`config.mk`:
```
export PLATFORM = sky130hd
export DESIGN_NAME = genotype_filter_query_engine
export DESIGN_NICKNAME = d
export VERILOG_FILES = /design/src/hw/rtl/gfq_pkg.sv /design/src/hw/rtl/gfq_mul.sv /design/src/hw/rtl/genotype_filter_query_engine.sv
export SDC_FILE = /design/constraint.sdc
export NUM_CORES = 2
export LEC_CHECK = 0
export ABC_AREA = 1
export BUFFER_PORTS_ARGS = -buffer_cell sky130_fd_sc_hd__buf_2
export CAP_MARGIN = 15
export CELL_PAD_IN_SITES_DETAIL_PLACEMENT = 1
export CELL_PAD_IN_SITES_GLOBAL_PLACEMENT = 1
export CORE_UTILIZATION = 35
export CTS_CLUSTER_DIAMETER = 100
export DETAILED_ROUTE_END_ITERATION = 6
export GPL_ROUTABILITY_DRIVEN = 0
export PLACE_DENSITY = 0.61
export SLEW_MARGIN = 20
export SYNTH_ARGS = -nofsm -noshare
export SYNTH_HDL_FRONTEND = slang
export SYNTH_SLANG_ARGS = --single-unit
```
`constraint.sdc`:
```
create_clock -name clk -period 31.5 [get_ports clk]
set_clock_uncertainty 0.15 [all_clocks]
set_input_delay 3.15 -clock clk [delete_from_list [all_inputs] [get_ports clk]]
set_output_delay 3.15 -clock clk [all_outputs]
set_load 0.02 [all_outputs]
```
`src/hw/rtl/gfq_pkg.sv`:
```
// Types and constants of the genotype filter query engine.
`timescale 1ns / 1ps

package gfq_pkg;

  localparam int unsigned CFG_IDX_W = 2;

  localparam logic [1:0] MODE_COUNT  = 2'd0;
  localparam logic [1:0] MODE_ALLELE = 2'd1;
  localparam logic [1:0] MODE_SCORE  = 2'd2;
  localparam logic [1:0] MODE_SIMIL  = 2'd3;

  localparam logic [CFG_IDX_W-1:0] CFG_QUERY_MODE  = 2'd0;
  localparam logic [CFG_IDX_W-1:0] CFG_CONJUNCTIVE = 2'd1;
  localparam logic [CFG_IDX_W-1:0] CFG_ROW_COUNT   = 2'd2;
  localparam logic [CFG_IDX_W-1:0] CFG_SIM_THRESH  = 2'd3;

  localparam logic [31:0] ALLELE_COPIES = 32'd2;

  localparam logic RESULT_SCORE  = 1'b0;
  localparam logic RESULT_TOTALS = 1'b1;

  typedef enum logic [2:0] {
    ST_IDLE = 3'b001,
    ST_MUL  = 3'b010,
    ST_UPD  = 3'b100
  } state_t;

endpackage

```
`src/hw/rtl/gfq_mul.sv`:
```
// Shared 32x32 multiplier with registered low product.
`timescale 1ns / 1ps

module gfq_mul (
  input  logic        clk,
  input  logic        en,
  input  logic [31:0] op_a,
  input  logic [31:0] op_b,
  output logic [31:0] prod_r
);

  logic [63:0] full_prod;
  logic [31:0] prod_nxt;

  assign full_prod = op_a * op_b;
  assign prod_nxt  = en ? full_prod[31:0] : prod_r;

  always_ff @(posedge clk) begin
    prod_r <= prod_nxt;
  end

endmodule

```
`src/hw/rtl/genotype_filter_query_engine.sv`:
```
// Genotype filter query engine: filter, allele, risk score and similarity queries.
// Each input item passes the multiply step, then the update step that loads its result.
// A new input item is taken only in idle, after the shared multiplier pass and update of the last.
// A pending result that is not taken holds the update step until the output frees.
// Reset (synchronous, active low) loads register defaults and clears all totals.
`timescale 1ns / 1ps

module genotype_filter_query_engine
  import gfq_pkg::*;
(
  input  logic                 clk,
  input  logic                 rst_n,
  input  logic                 in_valid,
  output logic                 in_ready,
  input  logic [7:0]           in_genotype,
  input  logic signed [31:0]   in_term_value,
  input  logic                 in_is_target,
  input  logic                 in_last_of_patient,
  input  logic                 in_last_of_data,
  output logic                 out_valid,
  input  logic                 out_ready,
  output logic                 out_result_kind,
  output logic [30:0]          out_patient_number,
  output logic signed [31:0]   out_risk_score,
  output logic [30:0]          out_match_count,
  output logic signed [31:0]   out_allele_result,
  output logic [30:0]          out_yes_count,
  output logic [30:0]          out_no_count,
  input  logic                 cfg_valid,
  output logic                 cfg_ready,
  input  logic [CFG_IDX_W-1:0] cfg_index,
  input  logic [31:0]          cfg_data
);

  state_t state_r, state_nxt;

  logic [1:0]  mode_r, mode_nxt;
  logic        conj_r, conj_nxt;
  logic [30:0] row_r, row_nxt;
  logic [31:0] thr_r, thr_nxt;

  logic        pass_r, pass_nxt;
  logic [31:0] acc_r, acc_nxt;
  logic [30:0] idx_r, idx_nxt;
  logic [31:0] pt_r, pt_nxt;
  logic [31:0] at_r, at_nxt;
  logic [31:0] yt_r, yt_nxt;
  logic [31:0] nt_r, nt_nxt;

  logic        out_valid_r, out_valid_nxt;

  logic [7:0]  g_r, g_nxt;
  logic [31:0] tv_r, tv_nxt;
  logic        tgt_r, tgt_nxt;
  logic        lp_r, lp_nxt;
  logic        ld_r, ld_nxt;

  logic        kind_r, kind_nxt;
  logic [30:0] pnum_r, pnum_nxt;
  logic [31:0] score_r, score_nxt;
  logic [30:0] match_r, match_nxt;
  logic [31:0] allele_r, allele_nxt;
  logic [30:0] yes_r, yes_nxt;
  logic [30:0] no_r, no_nxt;

  logic [31:0] mul_a, mul_b, prod_r, diff, g_ext;
  logic        mul_en;

  assign g_ext = {24'd0, g_r};
  assign diff  = g_ext - tv_r;

  always_comb begin
    unique case (mode_r)
      MODE_SCORE: begin
        mul_a = tv_r;
        mul_b = g_ext;
      end
      MODE_SIMIL: begin
        mul_a = diff;
        mul_b = diff;
      end
      MODE_COUNT, MODE_ALLELE: begin
        mul_a = (tgt_r && pass_r) ? (at_r + g_ext) : at_r;
        mul_b = {row_r, 1'b0};
      end
    endcase
  end

  assign mul_en = (state_r == ST_MUL);

  gfq_mul u_mul (
    .clk    (clk),
    .en     (mul_en),
    .op_a   (mul_a),
    .op_b   (mul_b),
    .prod_r (prod_r)
  );

  always_comb begin
    logic        t_pass;
    logic [31:0] t_acc;
    logic [31:0] t_pt;
    logic [31:0] t_at;
    logic [31:0] t_yt;
    logic [31:0] t_nt;
    logic        last_p;
    logic        emit_score;
    logic        emit_tot;

    state_nxt     = state_r;
    mode_nxt      = mode_r;
    conj_nxt      = conj_r;
    row_nxt       = row_r;
    thr_nxt       = thr_r;
    pass_nxt      = pass_r;
    acc_nxt       = acc_r;
    idx_nxt       = idx_r;
    pt_nxt        = pt_r;
    at_nxt        = at_r;
    yt_nxt        = yt_r;
    nt_nxt        = nt_r;
    out_valid_nxt = out_valid_r && !out_ready;
    g_nxt         = g_r;
    tv_nxt        = tv_r;
    tgt_nxt       = tgt_r;
    lp_nxt        = lp_r;
    ld_nxt        = ld_r;
    kind_nxt      = kind_r;
    pnum_nxt      = pnum_r;
    score_nxt     = score_r;
    match_nxt     = match_r;
    allele_nxt    = allele_r;
    yes_nxt       = yes_r;
    no_nxt        = no_r;

    t_pass     = pass_r;
    t_acc      = acc_r;
    t_pt       = pt_r;
    t_at       = at_r;
    t_yt       = yt_r;
    t_nt       = nt_r;
    last_p     = lp_r || ld_r;
    emit_score = 1'b0;
    emit_tot   = 1'b0;

    unique case (state_r)
      ST_IDLE: begin
        if (cfg_valid) begin
          unique case (cfg_index)
            CFG_QUERY_MODE:  mode_nxt = cfg_data[1:0];
            CFG_CONJUNCTIVE: begin
              conj_nxt = cfg_data[0];
              pass_nxt = cfg_data[0];
            end
            CFG_ROW_COUNT:   row_nxt = cfg_data[30:0];
            CFG_SIM_THRESH:  thr_nxt = cfg_data;
          endcase
        end
        if (in_valid) begin
          g_nxt     = in_genotype;
          tv_nxt    = in_term_value;
          tgt_nxt   = in_is_target;
          lp_nxt    = in_last_of_patient;
          ld_nxt    = in_last_of_data;
          state_nxt = ST_MUL;
        end
      end
      ST_MUL: begin
        state_nxt = ST_UPD;
      end
      ST_UPD: begin
        if (!tgt_r) begin
          unique case (mode_r)
            MODE_COUNT, MODE_ALLELE: begin
              if (conj_r) begin
                if (tv_r != g_ext) t_pass = 1'b0;
              end else begin
                if (tv_r == g_ext) t_pass = 1'b1;
              end
            end
            MODE_SCORE, MODE_SIMIL: t_acc = acc_r + prod_r;
          endcase
        end else begin
          if (mode_r == MODE_ALLELE && pass_r) begin
            t_at = at_r + g_ext;
            t_pt = pt_r + ALLELE_COPIES;
          end else if (mode_r == MODE_SIMIL && acc_r < thr_r) begin
            t_yt = yt_r + g_ext;
            t_nt = nt_r + (32'd1 - g_ext);
          end
        end

        if (last_p && mode_r == MODE_SCORE && idx_r < row_r) emit_score = 1'b1;
        emit_tot = ld_r && !emit_score;

        if ((emit_score || emit_tot) && out_valid_r && !out_ready) begin
          state_nxt = ST_UPD;
        end else begin
          state_nxt = ST_IDLE;
          if (last_p && mode_r == MODE_COUNT && t_pass) t_pt = t_pt + 32'd1;

          if (emit_score || emit_tot) begin
            out_valid_nxt = 1'b1;
            kind_nxt      = emit_score ? RESULT_SCORE : RESULT_TOTALS;
            pnum_nxt      = emit_score ? idx_r : 31'd0;
            score_nxt     = emit_score ? t_acc : 32'd0;
            match_nxt     = (emit_tot && mode_r == MODE_COUNT) ? t_pt[30:0] : 31'd0;
            allele_nxt    = (emit_tot && mode_r == MODE_ALLELE) ? (t_pt + prod_r) : 32'd0;
            yes_nxt       = (emit_tot && mode_r == MODE_SIMIL) ? t_yt[30:0] : 31'd0;
            no_nxt        = (emit_tot && mode_r == MODE_SIMIL) ? t_nt[30:0] : 31'd0;
          end

          pass_nxt = t_pass;
          acc_nxt  = t_acc;
          pt_nxt   = t_pt;
          at_nxt   = t_at;
          yt_nxt   = t_yt;
          nt_nxt   = t_nt;
          if (last_p) begin
            acc_nxt  = 32'd0;
            pass_nxt = conj_r;
            idx_nxt  = idx_r + 31'd1;
          end
          if (ld_r) begin
            idx_nxt = 31'd0;
            pt_nxt  = 32'd0;
            at_nxt  = 32'd0;
            yt_nxt  = 32'd0;
            nt_nxt  = 32'd0;
          end
        end
      end
    endcase
  end

  always_ff @(posedge clk) begin
    if (!rst_n) begin
      state_r     <= ST_IDLE;
      mode_r      <= MODE_COUNT;
      conj_r      <= 1'b1;
      row_r       <= 31'd0;
      thr_r       <= 32'd0;
      pass_r      <= 1'b1;
      acc_r       <= 32'd0;
      idx_r       <= 31'd0;
      pt_r        <= 32'd0;
      at_r        <= 32'd0;
      yt_r        <= 32'd0;
      nt_r        <= 32'd0;
      out_valid_r <= 1'b0;
    end else begin
      state_r     <= state_nxt;
      mode_r      <= mode_nxt;
      conj_r      <= conj_nxt;
      row_r       <= row_nxt;
      thr_r       <= thr_nxt;
      pass_r      <= pass_nxt;
      acc_r       <= acc_nxt;
      idx_r       <= idx_nxt;
      pt_r        <= pt_nxt;
      at_r        <= at_nxt;
      yt_r        <= yt_nxt;
      nt_r        <= nt_nxt;
      out_valid_r <= out_valid_nxt;
    end
  end

  always_ff @(posedge clk) begin
    g_r      <= g_nxt;
    tv_r     <= tv_nxt;
    tgt_r    <= tgt_nxt;
    lp_r     <= lp_nxt;
    ld_r     <= ld_nxt;
    kind_r   <= kind_nxt;
    pnum_r   <= pnum_nxt;
    score_r  <= score_nxt;
    match_r  <= match_nxt;
    allele_r <= allele_nxt;
    yes_r    <= yes_nxt;
    no_r     <= no_nxt;
  end

  assign in_ready           = (state_r == ST_IDLE);
  assign cfg_ready          = (state_r == ST_IDLE);
  assign out_valid          = out_valid_r;
  assign out_result_kind    = kind_r;
  assign out_patient_number = pnum_r;
  assign out_risk_score     = score_r;
  assign out_match_count    = match_r;
  assign out_allele_result  = allele_r;
  assign out_yes_count      = yes_r;
  assign out_no_count       = no_r;

endmodule

```
After elaboration in Yosys (flattened, before gate mapping)
Cells that the tools add are included.

Bits in registers: 526. Bits of input ports: 82.

Add/sub/neg operators: 10. Multipliers: 1. Magnitude comparators: 2. Equality and inequality tests: 16. Mux-type cells: 46. Bitwise operators: 1. Reduce and logical (&&, ||, !) cells: 38.

Operators with widths (count): 2-to-1 mux 32 bit (22); case mux 32 bit (3 select lines) (2); adder 32 bit (3); adder 32 x 8 -> 32 bit (2); 2-to-1 mux 31 bit (2); adder 32 x 1 -> 32 bit, second input constant (1); adder 32 x 2 -> 32 bit, second input constant (1); equality test 32 x 8 -> 1 bit (1); < comparator 32 bit (1); multiplier 32 x 32 -> 32 bit (1); inequality test 32 x 8 -> 1 bit (1); subtractor 8 x 32 -> 32 bit (1); adder 31 x 1 -> 31 bit, second input constant (1); < comparator 31 bit (1); AND reduction 3 bit (6); 2-to-1 mux 1 bit (16); logical AND 1 bit (14); nonzero test 2 bit (5); case mux 3 bit (3 select lines) (1); subtractor 1 x 8 -> 9 bit, first input constant (1); equality test 2 bit, second input constant (4); inequality test 2 bit, second input constant (4); AND reduction 4 bit (2); 2-to-1 mux 3 bit (2); 13 further kinds (19).

Logic depth before layout (Yosys ltp)
Depth after elaboration: 13. Gate-level depth with buffers: 49.

By module
Synthesis repeated with hierarchy kept, for this count alone.

Cells, all modules: 6639. Area, all modules: 49259.7 um2.

By module, submodules not included: genotype_filter_query_engine (times used 1, cells each 4357, area each 31652.9 um2, sequential area each 12171.7 um2); gfq_mul (times used 1, cells each 2282, area each 17606.9 um2, sequential area each 960.9 um2).

Worst setup path before layout
OpenSTA, ideal clock, no wires.

Kind: input-to-reg. From: in out_ready. To: reg allele_r[0] (netlist: out_allele_result[0]), enable pin. Library setup time: 741 ps. Arrival: 11080 ps. Data required time: 30609 ps. Slack: 19529 ps. Cell stages on the path: 2. Path buffers: 0. Path through: nor2_1 > nor2_1.

Word-level cells in the longest chain between the ends: 4.

Ends and longest elaborated chain: start, declared (line genotype_filter_query_engine.sv:21) `input logic out_ready,`; zero test 1 bit (line genotype_filter_query_engine.sv:196) `if ((emit_score || emit_tot) && out_valid_r && !out_ready) begin`; logical AND 1 bit (line genotype_filter_query_engine.sv:196); NOT 1 bit (no line); AND reduction 3 bit (no line); end signal, assigned (line genotype_filter_query_engine.sv:278) `allele_r <= allele_nxt;`; end, declared (line genotype_filter_query_engine.sv:62) `logic [31:0] allele_r, allele_nxt;`.

No other way between the ends. A chain may end at the register's enable or synchronous reset.

Worst setup path after layout
From: reg g_r[5]. To: reg u_mul.prod_r[27] (data pin).

Word-level cells in the longest chain between the ends: 4. Elaborated cells on any way between the ends: 6. Those cells by class: add/sub: 2; mul: 1; mux: 3.

Ends and longest elaborated chain: start, declared (line genotype_filter_query_engine.sv:52) `logic [7:0] g_r, g_nxt;`; start signal, assigned (line genotype_filter_query_engine.sv:269) `g_r <= g_nxt;`; adder 32 x 8 -> 32 bit (line genotype_filter_query_engine.sv:83) `mul_a = (tgt_r && pass_r) ? (at_r + g_ext) : at_r;`; 2-to-1 mux 32 bit (line genotype_filter_query_engine.sv:83); case mux 32 bit (3 select lines) (line genotype_filter_query_engine.sv:73) `unique case (mode_r)`; multiplier 32 x 32 -> 32 bit (*) (line gfq_mul.sv:15) `assign full_prod = op_a * op_b;`; named net u_mul.full_prod[27] (line gfq_mul.sv:12) `logic [63:0] full_prod;`; end signal, assigned (line gfq_mul.sv:19) `prod_r <= prod_nxt;`; end, declared (line gfq_mul.sv:9) `output logic [31:0] prod_r`.

Mark *: on every way through the listed nets, which the timed path passes. The rest lies on a longest branch.

==> results.yml <==
outcome:
  outcome: "complete, no violations"
global_routing:
  antenna_found_initial: 5
  grt.total_usage_pct: 25.9
  grt_pass1_wl_mm: 277
  grt_pass1_vias: 45500
  overflow: 0
  grt_max_degree: 83
cts:
  clock_path_buffers: 3
  root_buffer: "clkbuf_16"
  cts_sinks: 524
  ctsResizeCount: 0
  clk_latency_ns: 0.67
  cts_made_buffers: 67
  cts_htree_levels: 3
  cts_setup_buffers: 0
  clk_pin_slew_ns: 0.06
  ctsHoldBuffers: 0
  cts_tree: "yes"
sta:
  min_period_ns: 9.94
  drv_slew: 0
  setup_viol: 0
  relSlewSlack_pct: 29.4
  worstMarginPinSlew_ns: 1.06
  rsz0062_at_grt: "no"
  hold_violations: 0
  finalCritPeriodShare_pct: 31.6
  fmax_mhz: 101
  fin_tns_setup_ns: 0
setup_path:
  timing.reg2reg.setup_slack_ns: 21.56
  path_class: "reg -> reg"
  rr_startpoint: "g_r[5]"
  slowest_delay_ns: 0.85
  start_kind: "flop"
  crit_top_cell: "nand2_1"
  crit_arrival_ns: 10.21
  crit_slowest_cell: "clkinv_1"
  worst-path-max-fanout: 19
  crit_path_end_kind: "flop"
  critPathRequiredTime_ns: 31.77
  path_delay_family: "adder cells"
  reg2reg_depth: 34
  r2r_end: "u_mul.prod_r[27]"
  path_buf_inv: 7
drt:
  drt_iter0_markers: 2576
  vias: 43300
  routed.top_layer: "met5"
  wire_per_inst_um: 21.4
  wl_met3_mm: 6.83
  wl_met2_mm: 85.1
  route.detailed.drc: 0
  final_antenna_net_count: 0
  routed_wl_mm: 181
  wl_met1_mm: 85.5
  drtPass1Iterations: 5
  routed_via_density: 5.12
finish:
  drive_gt1_share_pct: 8.24
  ff_latch_area_sq_um: 13100
  final_cells: 8468
  multi_input_area_sq_um: 29900
  layout.nets: 7430
  n_fill_cell: 16900
  area_growth_pct: 11.8
  post-route-util_pct: 39.6
power_and_ir_drop:
  pwr-share-clk_pct: 40.9
  fin_total_pwr_w: 0.00199
  seqPwrFrac_pct: 37.8
  leakagePower_nw: 24.9
  power.density_nw_per_um2: 36.8
  swShare_pct: 32.5
  internal_power_w: 0.00134
  pwr-share-comb_pct: 21.3
  vdd_drop_max_mv: 0.0371
  p_switching_w: 0.000646
synth:
  syn_inst: 6425
  synth-edff-count: 264
  synth.net_count: 7225
  yosysMostFrequentCell: "nand2_1"
  synth_area_leaders: "fa_1 17%, edfxtp_1 16%, nand2_1 12%, dfxtp_1 11%, inv_1 9.1%"
  yosys.area.top_type: "fa_1"
  ys_seq_area_share_pct: 27.2
  yosys_warnings: 0
  synth-seq-cells: 524
  synth_cell_types: 63
  synth_ff_type: "edfxtp_1"
  syn_area_sq_um: 48300
  avgSynthCellArea_sq_um: 7.51
  async_reset_ff_share_pct: 0
  synthTopCellsByCount: "1539 x nand2_1, 1176 x inv_1, 616 x nor2_1, 484 x a21oi_1, 414 x fa_1"
  synth_top_area_share_pct: 17.2
die:
  ios: 274
  dieArea_sq_um: 139000
  core-area_sq_um: 136000
  start_util_pct: 35.5
  die_w_um: 373
  fp-row-count: 135
  die_h_um: 373
flow_run:
  cap_violations: 0
placement:
  dpl.cell_count: 8342
  io_buffers: 273
  hpwl_mm: 143
hold_path:
  worstHoldPathCells: 2
  hold_end: "thr_r[26]"
  hold_path_class: "reg -> reg"
  worstHoldStart: "thr_r[26]"
## registers in the layout, summed over array words and instances (netlist names), 2 cells and up
name	flops
out_patient_number	31
mode_r	2
out_risk_score	32
out_no_count	31
acc_r	32
out_yes_count	31
pt_r	32
at_r	32
nt_r	31
g_r	8
out_match_count	31
u_mul.prod_r	32
state_r	3
row_r	31
yt_r	31
out_allele_result	32
idx_r	31
thr_r	32
tv_r	32
## worst max path at each step
stage | cells past startpoint | to | from
6_report | 34 | u_mul.prod_r[27] | g_r[5]
3_3_place_gp | 38 | u_mul.prod_r[31] | g_r[1]
5_1_grt | 42 | u_mul.prod_r[31] | g_r[1]
2_1_floorplan | 2 | out_allele_result[0] | out_ready
4_1_cts | 34 | u_mul.prod_r[27] | g_r[5]
3_5_place_dp | 38 | u_mul.prod_r[31] | g_r[1]
## metal layers
layer | vias up | GRT usage, %
li1 | 20600 | -
met1 | 21800 | 35.8
met2 | 792 | 43.7
met3 | 187 | 2.26
met4 | 2 | 5.93
met5 | - | 0
## stage by stage
stage | instance area, sq um | hold slack [ns] | worst slack [ns]
final | 54000 | 0.310 | 21.56
after CTS | 54000 | 0.314 | 21.53
after global routing | 54000 | 0.334 | 20.95
after detailed placement | 51700 | 0.305 | 21.57
after floorplan | 48300 | 0.274 | 19.53
after global placement | 51700 | 0.296 | 21.62
## worst reg2reg max path, delay by kind of cell, from the launching register on
kind                       cells  cell delay (ns)
DFF                            1             0.77
xor gates and xnor gates       1             0.15
buffers and inverters          7             1.42
and+or+nand+nor                7             0.84
AOI/OAI and AO/OA              9             2.09
adders and majority gates     10             4.27
## power by group through the flow
stage	Sequential [W]	Clock (W)	Combinational, W
6_report	0.000752	0.000812	0.000422
3_5_place_dp	0.000766	0	0.000422
2_1_floorplan	0.000756	0	0.000269
3_3_place_gp	0.000765	0	0.000413
5_1_grt	0.000752	0.000856	0.000469
4_1_cts	0.000751	0.000837	0.000425
## cell type report
cell class              instances  area share [%]
multi-input cells            4497            55.4
flip-flops and latches        524            24.3
inverters                    1198            8.35
well taps                    1781            4.13
repair buffers                342            3.49
clock buffers                  83            3.33
clock inverters                41           0.914
diodes                          2         0.00927
## logic make-up (layout without fill, tap and decap cells)
| group | after synthesis | count (layout) | share of synthesized area, % |
|---|---|---|---|
| XOR/XNOR | 205 | 205 | 3.78 |
| adder cells (fa/ha/maj) | 718 | 718 | 25.0 |
| flip-flops | 524 | 524 | 27.2 |
| other | 0 | 2 | 0 |
| buffers and inverters | 1404 | 1664 | 11.0 |
| AO/OA/AOI/OAI | 885 | 885 | 9.79 |
| multiplexers | 4 | 4 | 0.0829 |
| AND/OR/NAND/NOR | 2685 | 2685 | 23.1 |
## placed cells by master, fill, tap and decap left out, types with 141 or more instances in the layout
| cell | instances |
|---|---|
| a21oi_1 | 484 |
| fa_1 | 414 |
| nand2_1 | 1538 |
| buf_2 | 273 |
| o21ai_0 | 256 |
| nand3_1 | 257 |
| dfxtp_1 | 259 |
| nor2_1 | 611 |
| ha_1 | 304 |
| inv_1 | 1176 |
| edfxtp_1 | 264 |
| xor2_1 | 141 |
Note: power is estimated with default switching activity, not from simulation.
